**src/sv/turtle_plotter_macros.svh**
```systemverilog
// Assertion macros shared by the turtle plotter RTL.
// No dependencies; include by bare file name.
`ifndef TURTLE_PLOTTER_MACROS_SVH
`define TURTLE_PLOTTER_MACROS_SVH

// Same-cycle implication, disabled during reset.
`define TP_ASSERT_SAME(label, clk, rst_n, ante, cons) \
	label: assert property (@(posedge clk) disable iff (!(rst_n)) (ante) |-> (cons)) \
		else $error("turtle_plotter: check failed");

// Next-cycle implication, disabled during reset.
`define TP_ASSERT_NEXT(label, clk, rst_n, ante, cons) \
	label: assert property (@(posedge clk) disable iff (!(rst_n)) (ante) |=> (cons)) \
		else $error("turtle_plotter: check failed");

`endif

```
**src/sv/tp_ram.sv**
```systemverilog
// Generic single-write, single-read RAM with registered read data.
// No dependencies.
`default_nettype none

module tp_ram #(
	parameter int WIDTH = 64,
	parameter int DEPTH = 64,
	localparam int AW = (DEPTH > 1) ? $clog2(DEPTH) : 1
) (
	input  wire logic             clk,
	input  wire logic             wr_en,
	input  wire logic [AW-1:0]    wr_addr,
	input  wire logic [WIDTH-1:0] wr_data,
	input  wire logic             rd_en,
	input  wire logic [AW-1:0]    rd_addr,
	output logic      [WIDTH-1:0] rd_data
);

	logic [WIDTH-1:0] mem_q [DEPTH];

	always_ff @(posedge clk) begin
		if (wr_en) begin
			mem_q[wr_addr] <= wr_data;
		end
		if (rd_en) begin
			rd_data <= mem_q[rd_addr];
		end
	end

endmodule

`default_nettype wire

```
**config.mk**
```make
export PLATFORM = sky130hd
export DESIGN_NAME = tp_ram
export DESIGN_NICKNAME = d
export VERILOG_FILES = /design/src/sv/turtle_plotter_macros.svh /design/src/sv/tp_ram.sv
export SDC_FILE = /design/constraint.sdc
export NUM_CORES = 2
export LEC_CHECK = 0
export BUFFER_PORTS_ARGS = -buffer_cell sky130_fd_sc_hd__buf_4
export CAP_MARGIN = 10
export CORE_AREA = 2 2 594 596
export CTS_CLUSTER_DIAMETER = 80
export CTS_CLUSTER_SIZE = 10
export DETAILED_ROUTE_END_ITERATION = 12
export DIE_AREA = 0 0 596 598
export RECOVER_POWER = 25
export SETUP_SLACK_MARGIN = 0.4
export SYNTH_ARGS = -nofsm -noshare
export SYNTH_HDL_FRONTEND = slang
export SYNTH_SLANG_ARGS = --single-unit
```
**constraint.sdc**
```tcl
create_clock -name clk -period 8.2 [get_ports clk]
set_input_delay 0.82 -clock clk [delete_from_list [all_inputs] [get_ports clk]]
set_output_delay 0.82 -clock clk [all_outputs]
set_load 0.01 [all_outputs]
```
==> metrics.md <==
| Metric | Value |
|---|---|
| Worst Hold Class | input port to flop |
| Cell variety after synth | 32 |
| Top_reg_cell synth | edfxtp_1 |
| Placer Congestion | 0.767 |
| Synth Cell Area | 157,000 um^2 |
| Final Cell Area | 176,000 um^2 |
| Worst setup EP type | flop |
| Slew @ Worst Pin | 2.81 ns |
| Pre-antenna DRT Iters | 6 |
| Core ar. | 351,000 um^2 |
| Post-synthesis register bit count | 4,160 |
| Clock-pin slew on the worst setup and hold paths | 0.06 ns |
| Layout cell share with drive strength beyond 1 | 0.270 |
| CP top delay family | buffers and inverters |
| Mapped Avg Cell Area | 23.8 um^2 |
| Area Growth Syn to Fin | 12.3% |
| RSZ-0062 raised after global routing | no |
| PD cells | 246 nW/um^2 |
| CP required | 8.87 ns |
| Max Slew Vio Count | 3,185 |
| Max VDD drop | 0.184 mV |
| Clk_skew | 0.0544 ns |
| CTS Buf Count | 456 |
| ANT nets after route | 0 |
| Initial antenna violation count | 34 |
| Synth cell count leaders | 4,160 x edfxtp_1, 1,024 x mux4_2, 170 x buf_2 |
| CTS tree | done |
| Worst-skew pair later-pin latency | 0.99 ns |
| Synth top area cells | edfxtp_1 80%, mux4_2 15%, mux2i_1 0.86% |
| Max Cap Viol | 49 |
| Post-Route WL | 440,000 um |
| Critical-path cell list | buf_16 -> buf_4 -> buf_4 -> mux4_2 -> mux2i_1 -> nand2_1 -> a31oi_1 -> a211oi_1 |
| Routed vias/inst | 6.45 |
| Vias in the first global route | 76,486 |
| Endpoints failing setup | 0 |
| Total power draw | 43,300 uW |
| Failing checks | capacitance limit, slew limit |
| Tcrit/Tclk final | 0.430 |
| Starting DRT DRC Count | 11,152 |
| Outcome | complete, but fails checks |
| Layout Utilization | 0.503 |
| CTS sink count | 4,160 |
| Crit path max-delay cell type | buf_4 |
| Ys Warns | 0 |
| Final setup margin | 4.67 ns |
| Ports | 143 |
| Setup Fix Bufs, Post-CTS | 0 |
| Detailed placement HPWL | 229,000 um |
| DP Worst Slack | 3.60 ns |
| Die W | 596 um |
| CP max FO | 83 |
| Startpoint types | input port |
| Yosys top cell area share | 0.796 |
| Root buffer cell | clkbuf_16 |
| Post-CTS Hold Buffers | 0 |
| IO buf count | 142 |
| Slowest stage delay, CP | 0.74 ns |
| Synth area leader | edfxtp_1 |
| Sequential share of the synthesized area | 0.796 |
| Number of flops mapped to enable cells by yosys | 4,160 |
| Top-count cell post-synth | edfxtp_1 |
| Worst path buffer plus inverter count | 3 |
| Dpl cell area | 165,000 um^2 |
| Die area | 356,000 um^2 |
| Overall Global Routing Usage | 0.246 |
| Final setup TNS | 0 ns |
| Fraction of registers with async set/reset | 0 |
| Via Count | 75,323 |
| Clock Tree Buf Depth | 4 |
| Worst EP arrival | 4.20 ns |
| Synthesized instance count | 6,598 |
| Leak | 0.0542 uW |
| First-pass GRT wire length | 612,000 um |
| Most frequent CP cell | buf_4 |
| Hold Violations, Final | 0 |
| Overflow left after global routing | 0 |
| Final #Nets | 7,103 |
| Highest clock rate | 0.284 GHz |
| Final Critical Period | 3.53 ns |
| Critical path class | input port to flop |
| Syn_nets | 6,677 |
| DRC Markers | 0 |
| Max_slew headroom | -0.872 |
| Die Span Y | 598 um |
| Site Rows | 218 |
| Post_cts resized | 0 |
| H-Tree Depth | 5 |
| Avg WL per Cell | 37.6 um |
| Largest net degree at the start of global routing | 120 |
| Initial core utilization | 0.448 |
-- kinds of logic (layout without fill, tap and decap cells) --
logic type | count (synthesis) | in the layout | synth area share
other cells | 0 | 12 | 0
buf+inv | 389 | 845 | 0.0118
mux | 1159 | 1159 | 0.156
compound gates | 504 | 504 | 0.0247
flops | 4160 | 4160 | 0.796
simple gates | 386 | 386 | 0.0123
-- path summary, 6_finish.rpt --
check | from | endpoint | slack, ns | cells past startpoint
worst max-delay path | rd_addr[0] | rd_data[17] | 4.67 | 8
worst min-delay path | wr_addr[2] | mem_q[48][28] | 0.28 | 2
worst max register to register | mem_q[11][0] | rd_data[0] | 5.98 | 5
worst min register to register | mem_q[35][10] | rd_data[10] | 0.90 | 4
-- layout by cell type, fill, tap and decap left out, drive strengths merged, types with 2 or more instances in the layout --
cell type     n
nand3        45
nor3          2
edfxtp     4160
a2bb2oi      19
a41oi        26
nand3b        2
nand2b       11
nand2        58
nor2        112
clkinv       15
and3         64
inv          28
mux2i       135
o221ai       38
a22o         88
nor2b        28
bufinv        2
nand4         2
buf         288
o22ai        83
a31oi        18
mux4       1024
and2          3
a211oi       63
or3          29
or2          28
diode        12
clkbuf      512
a22oi       168
-- final cells by class --
cell class	count	area (um^2)
tap	4620	5780
clock buffer	462	11500
multi-input combinational	2049	30800
clock inverter	26	452
sequential	4160	125000
antenna	12	30.0
timing repair buffer	338	2760
fill	27264	174000
inverter	19	71.3
-- power by group --
group	internal, uW	leakage, uW	total, uW	switching (uW)
combinational	726	0.0108	1990	1260
sequential	23600	0.0375	23700	91.4
clock	9900	0.00588	17600	7710
total	34300	0.0542	43300	9060
-- stage by stage --
step	instances	hold slack, ns
after floorplan	6598	0.865
after global placement	11184	0.896
after detailed placement	11186	0.908
after CTS	11674	0.176
after global routing	11676	0.258
final	11686	0.279
-- layer usage --
| metal | vias up | track usage | share of wire |
|---|---|---|---|
| li1 | 29136 | - | - |
| met1 | 41578 | 0.346 | 0.39 |
| met2 | 3925 | 0.402 | 0.49 |
| met3 | 676 | 0.0378 | 0.087 |
| met4 | 8 | 0.0678 | 0.028 |
| met5 | - | 0 | 0.00015 |
-- sequential cells by signal, summed over array words and instances, names as in the netlist --
| name | count |
|---|---|
| mem_q | 4096 |
| rd_data | 64 |
Note: power is estimated with default switching activity, not from simulation.
