File: src/sv/turtle_plotter_macros.svh
// Assertion macros shared by the turtle plotter RTL.
// No dependencies; include by bare file name.
`ifndef TURTLE_PLOTTER_MACROS_SVH
`define TURTLE_PLOTTER_MACROS_SVH

// Same-cycle implication, disabled during reset.
`define TP_ASSERT_SAME(label, clk, rst_n, ante, cons) \
	label: assert property (@(posedge clk) disable iff (!(rst_n)) (ante) |-> (cons)) \
		else $error("turtle_plotter: check failed");

// Next-cycle implication, disabled during reset.
`define TP_ASSERT_NEXT(label, clk, rst_n, ante, cons) \
	label: assert property (@(posedge clk) disable iff (!(rst_n)) (ante) |=> (cons)) \
		else $error("turtle_plotter: check failed");

`endif

File: src/sv/tp_pkg.sv
// Shared types and constants for the turtle plotter.
// No dependencies.
`default_nettype none

package tp_pkg;

	localparam int GRID_DEF = 64;
	localparam int COORD_W  = 6;
	localparam int ROW_W    = 64;
	localparam int DIST_W   = 8;
	localparam int MODE_W   = 3;

	localparam logic [MODE_W-1:0] MODE_PEN_UP   = 3'd0;
	localparam logic [MODE_W-1:0] MODE_PEN_DOWN = 3'd1;
	localparam logic [MODE_W-1:0] MODE_TURN_R   = 3'd2;
	localparam logic [MODE_W-1:0] MODE_TURN_L   = 3'd3;
	localparam logic [MODE_W-1:0] MODE_MOVE     = 3'd4;
	localparam logic [MODE_W-1:0] MODE_PRINT    = 3'd5;

	localparam logic [1:0] HEAD_SECOND_UP = 2'd0;
	localparam logic [1:0] HEAD_FIRST_DN  = 2'd1;
	localparam logic [1:0] HEAD_SECOND_DN = 2'd2;
	localparam logic [1:0] HEAD_FIRST_UP  = 2'd3;

	typedef struct packed {
		logic pen_set;
		logic pen_clr;
		logic turn_r;
		logic turn_l;
		logic step;
	} tp_cmd_t;

endpackage

`default_nettype wire

File: src/sv/tp_turtle.sv
// Turtle state (position, heading, pen) and the shared clamped step unit.
// Depends on tp_pkg.
`default_nettype none

module tp_turtle #(
	parameter int GRID = tp_pkg::GRID_DEF
) (
	input  wire logic                         clk,
	input  wire logic                         arst_n,
	input  wire tp_pkg::tp_cmd_t              cmd,
	output logic      [tp_pkg::COORD_W-1:0]   pos_first,
	output logic      [tp_pkg::COORD_W-1:0]   pos_second,
	output logic                              pen_down
);

	localparam logic [tp_pkg::COORD_W-1:0] POS_MAX = tp_pkg::COORD_W'(GRID - 1);

	logic [1:0]                 heading_q;
	logic [tp_pkg::COORD_W-1:0] first_q;
	logic [tp_pkg::COORD_W-1:0] second_q;
	logic                       pen_q;
	logic [tp_pkg::COORD_W-1:0] first_nx;
	logic [tp_pkg::COORD_W-1:0] second_nx;

	always_comb begin
		first_nx  = first_q;
		second_nx = second_q;
		unique case (heading_q)
			tp_pkg::HEAD_SECOND_UP: if (second_q < POS_MAX) second_nx = second_q + 1'b1;
			tp_pkg::HEAD_FIRST_DN:  if (first_q != '0)      first_nx  = first_q - 1'b1;
			tp_pkg::HEAD_SECOND_DN: if (second_q != '0)     second_nx = second_q - 1'b1;
			tp_pkg::HEAD_FIRST_UP:  if (first_q < POS_MAX)  first_nx  = first_q + 1'b1;
			default: ;
		endcase
	end

	always_ff @(posedge clk or negedge arst_n) begin
		if (!arst_n) begin
			heading_q <= '0;
			first_q   <= '0;
			second_q  <= '0;
			pen_q     <= 1'b0;
		end else begin
			if (cmd.pen_set) begin
				pen_q <= 1'b1;
			end else if (cmd.pen_clr) begin
				pen_q <= 1'b0;
			end
			if (cmd.turn_r) begin
				heading_q <= heading_q - 1'b1;
			end else if (cmd.turn_l) begin
				heading_q <= heading_q + 1'b1;
			end
			if (cmd.step) begin
				first_q  <= first_nx;
				second_q <= second_nx;
			end
		end
	end

	assign pos_first  = first_q;
	assign pos_second = second_q;
	assign pen_down   = pen_q;

endmodule

`default_nettype wire

File: config.mk
export PLATFORM = sky130hd
export DESIGN_NAME = tp_turtle
export DESIGN_NICKNAME = d
export VERILOG_FILES = /design/src/sv/turtle_plotter_macros.svh /design/src/sv/tp_pkg.sv /design/src/sv/tp_turtle.sv
export SDC_FILE = /design/constraint.sdc
export NUM_CORES = 1
export LEC_CHECK = 0
export BUFFER_PORTS_ARGS = -buffer_cell sky130_fd_sc_hd__buf_2
export CAP_MARGIN = 20
export CELL_PAD_IN_SITES_DETAIL_PLACEMENT = 2
export CELL_PAD_IN_SITES_GLOBAL_PLACEMENT = 2
export CORE_UTILIZATION = 32
export CTS_BUF_LIST = sky130_fd_sc_hd__clkbuf_4 sky130_fd_sc_hd__clkbuf_8
export CTS_CLUSTER_DIAMETER = 100
export CTS_CLUSTER_SIZE = 16
export DETAILED_ROUTE_END_ITERATION = 6
export PLACE_DENSITY_LB_ADDON = 0.1
export REMOVE_ABC_BUFFERS = 1
export SLEW_MARGIN = 30
export SYNTH_ARGS = -nofsm -noshare
export SYNTH_HDL_FRONTEND = slang
export SYNTH_SLANG_ARGS = --single-unit
File: constraint.sdc
create_clock -name clk -period 2 [get_ports clk]
set_clock_uncertainty 0.2 [all_clocks]
set_input_delay 0.4 -clock clk [delete_from_list [all_inputs] [get_ports clk]]
set_output_delay 0.4 -clock clk [all_outputs]
set_load 0.02 [all_outputs]
==> metrics list <==
- The flow ran to the end, but the final reports show violations.
- Failing checks: negative setup slack
- Counting distinct cell types in the post-synthesis netlist gives 33.
* Maximum fanout count along the critical path: 4
* Sum of net half-perimeters after detailed placement: 2741 um
- In this design, the stage delay of the slowest critical-path cell is 0.44 ns.
- Cells taking the most area after synthesis: sky130_fd_sc_hd__dfrtp_1, sky130_fd_sc_hd__ha_1, sky130_fd_sc_hd__xor2_1
- The number of clock buffers added by TritonCTS is 3.
- Max_cap viols: 0
* Data arrival at the endpoint of the critical path: 2.10 ns
- The critical path is of the flip-flop to flip-flop type.
- In the finished design, the share of the clock period the worst path needs comes to 1.049.
- WP data required: 2.00 ns
* Critical Path Sink Type: flip-flop
- No sink is reached through more buffers than the 2 on the longest clock path.
- Chip Width: 60.83 um
* TritonCTS clock tree: yes
- Clock Tree Root: sky130_fd_sc_hd__clkbuf_4
- Number of antenna violations at the first check in global routing: 0
- The first detailed-routing pass ran for 4 iterations.
- Max-Slew Margin vs Limit: 0.7295
* Diodes inserted: 0
- Measured along the y axis, the die boundary spans 60.83 um.
- The tightest min-delay check is of the input port to flip-flop type.
- The core region is 3178 um2.
- Area Overhead vs Synth: 55.93%
* Final Total Pwr: 3871 uW
* Startpoint type of the worst setup path: flip-flop
* EDFF count, synth: 0
- Final-layout worst hold slack: 0.07237 ns
* Post-place setup slack: -0.1586 ns
- Highest-count cells in the layout ignoring fill and taps: sky130_fd_sc_hd__buf_4, sky130_fd_sc_hd__buf_2, sky130_fd_sc_hd__dfrtp_1, sky130_fd_sc_hd__nor2_1, sky130_fd_sc_hd__ha_4
- The clock drives 15 sinks.
* H-tree levels: 1
- In the final routed layout, each cell accounts on average for 23.70 um.
- Async set-or-reset flop fraction in the synthesized netlist: 1.000
- Most frequent CP cell: sky130_fd_sc_hd__ha_4
- The worst-case IR drop observed on VDD is 1073 uV.
- I/O pin cnt: 20
- Number of violations reported at the end of detailed-routing iteration 0: 31
* Setup violations, final: 11
* Static Leak: 0.0007511 uW
- Maximum number of pins on one net before global-route repair: 16
- Subtracting the final worst setup slack from the clock period gives 2.098 ns.
- In this run the remaining antenna-violating nets after routing total 0.
- The cell area that synthesis handed to floorplanning was 1107 um2.
- For this run the aggregate overflow at the end of global routing stands at 0.
- Count of input and output buffers: 19
* Full die area: 3700 um2
* Top-area cell type share of the netlist area: 0.3390
- GP Congestion: 0.7971
- sky130_fd_sc_hd__dfrtp_1 takes more of the synthesized area than any other cell.
- The number of endpoints with negative hold slack in the final report is 0.
- The floorplan has 20 rows.
- At the end of the flow, the number of nets in the layout was 187.
- Dividing the synthesized area by the synthesized cell count gives 9.546 um2.
* Number of global-route vias before repair: 1253
- Post-synthesis instance total: 116
- After detailed routing, the number of vias per cell comes to 5.223.
* Share of layout cells above drive strength 1: 0.5629
- In this run the power density over the cells is 2242 nW/um2.
- The Yosys step of the flow raised 0 warnings.
- Actual slew at the worst max-slew pin: 0.4027 ns
* Post-route DRC violation count: 0
* Slowest cell on the critical path: sky130_fd_sc_hd__dfrtp_1
- Primary FF master, synth: sky130_fd_sc_hd__dfrtp_1
- Wire length of the first global-routing pass: 6651 um
- Register bit count reported by yosys: 15
- The number of pins with negative max-slew slack in the final report was 0.
- Reg clk slew, reported paths: 0.11 ns
* Starting utilization of the core area: 0.3484
- The routed layout has 1102 vias.
* Unrepaired setup endpoints after global routing: yes
- Max Fclk: 0.4765 GHz
- Summed over all layers, the routed wires come to 5001 um.
- Leaving out fill and tap cells, the most frequent cell in the layout is sky130_fd_sc_hd__buf_4.
- Part of the Yosys area used for sequential elements: 0.3390
- For the worst-skew pair, the clock arrives at the later sink with an insertion delay of 0.31 ns.
- Final worst-path setup slack: -0.09849 ns
- For the final routed database, the setup TNS stands at -0.7071 ns.
- End-of-flow core utilization: 0.5433
- All-Layer GR Usage: 0.2611
* Series of cell instances along the critical path: ha_4 > inv_4 > buf_6 > ha_4 > a21oi_2 > nand2_2 > mux2i_1 > nand3_1 > xnor2_1
==> worst max-delay path: cells and delay by family, from the launching register on <==
family / cells / cell delay (ns)
flip-flops: 1 / 0.44
AO/OA/AOI/OAI: 1 / 0.16
AND/OR/NAND/NOR: 2 / 0.24
buffers and inverters: 2 / 0.21
XOR/XNOR: 1 / 0.16
adder cells (fa/ha/maj): 2 / 0.41
multiplexers: 1 / 0.18
==> synth_stat cells, types with 2 or more instances <==
cell,number
sky130_fd_sc_hd__nand2_1,6
sky130_fd_sc_hd__and3_1,2
sky130_fd_sc_hd__xor2_1,7
sky130_fd_sc_hd__buf_2,3
sky130_fd_sc_hd__nor2_1,8
sky130_fd_sc_hd__o21ai_0,5
sky130_fd_sc_hd__nand4_1,2
sky130_fd_sc_hd__mux2_2,5
sky130_fd_sc_hd__xnor2_1,5
sky130_fd_sc_hd__a21o_1,2
sky130_fd_sc_hd__dfrtp_1,15
sky130_fd_sc_hd__nand3_1,5
sky130_fd_sc_hd__nor4_1,3
sky130_fd_sc_hd__nor3_1,4
sky130_fd_sc_hd__inv_1,8
sky130_fd_sc_hd__nor2b_1,2
sky130_fd_sc_hd__mux2i_1,2
sky130_fd_sc_hd__a21oi_1,7
sky130_fd_sc_hd__ha_1,11
==> area by class of cell <==
class | count | area [um2]
fill | 325 | 1451
tap | 44 | 55.05
timing repair buffer | 51 | 349.1
sequential | 15 | 375.4
multi-input combinational | 88 | 878.3
clock buffer | 4 | 30.03
inverter | 9 | 38.79
==> state kept, by name, summed over array words and instances, names as in the netlist <==
| signal | flops |
|---|---|
| pos_second | 6 |
| pos_first | 6 |
| pen_down | 1 |
| heading_q | 2 |
==> stage by stage <==
| step | instances | area, um2 |
|---|---|---|
| after floorplan | 112 | 1089 |
| after global placement | 202 | 1441 |
| after detailed placement | 202 | 1441 |
| after CTS | 210 | 1599 |
| after global routing | 211 | 1727 |
| final | 211 | 1727 |
==> cell families after synthesis <==
group / Yosys count / synth area share
DFF: 15 / 0.3390
adders and majority gates: 12 / 0.1424
and+or+nand+nor: 36 / 0.1717
xor gates and xnor gates: 12 / 0.09491
buffers and inverters: 13 / 0.04745
muxes: 7 / 0.06892
AOI/OAI and AO/OA: 21 / 0.1356
==> report_power, final <==
group	switching, uW	internal [uW]	leakage, uW	total [uW]
registers	257	459	0.000176	716
logic	1510	1430	0.000557	2940
clock network	123	91.6	0.0000184	214
total	1890	1980	0.000751	3870
==> routing by layer <==
| metal | share of wire | GRT usage | up-vias |
|---|---|---|---|
| li1 | - | - | 515 |
| met1 | 0.47 | 0.3495 | 566 |
| met2 | 0.50 | 0.4427 | 19 |
| met3 | 0.020 | 0.02985 | 2 |
| met4 | 0.0068 | 0.07792 | 0 |
| met5 | 0 | 0 | - |
==> final timing paths <==
| check | startpoint | to | slack (ns) | cells past startpoint |
|---|---|---|---|---|
| max reg2reg | heading_q[1] | pos_first[5] | -0.1 | 9 |
| max in group asynchronous | arst_n | heading_q[1] | 0.99 | 2 |
| min in group asynchronous | arst_n | pos_first[5] | 0.33 | 2 |
| max | heading_q[1] | pos_first[5] | -0.1 | 9 |
| min | cmd[4] | pen_down | 0.07 | 2 |
| min reg2reg | pen_down | pen_down | 0.30 | 1 |
==> repair_timing <==
| action | 4_1_cts | 5_1_grt |
|---|---|---|
| hold buffers | 1 | 0 |
| hold endpoints to repair | 15 | 0 |
| pin swaps | 12 | 12 |
| gates resized for setup | 21 | 24 |
| setup buffers | 3 | 1 |
| setup endpoints to repair | 11 | 10 |
No activity file was read; power rests on OpenSTA's default activity.
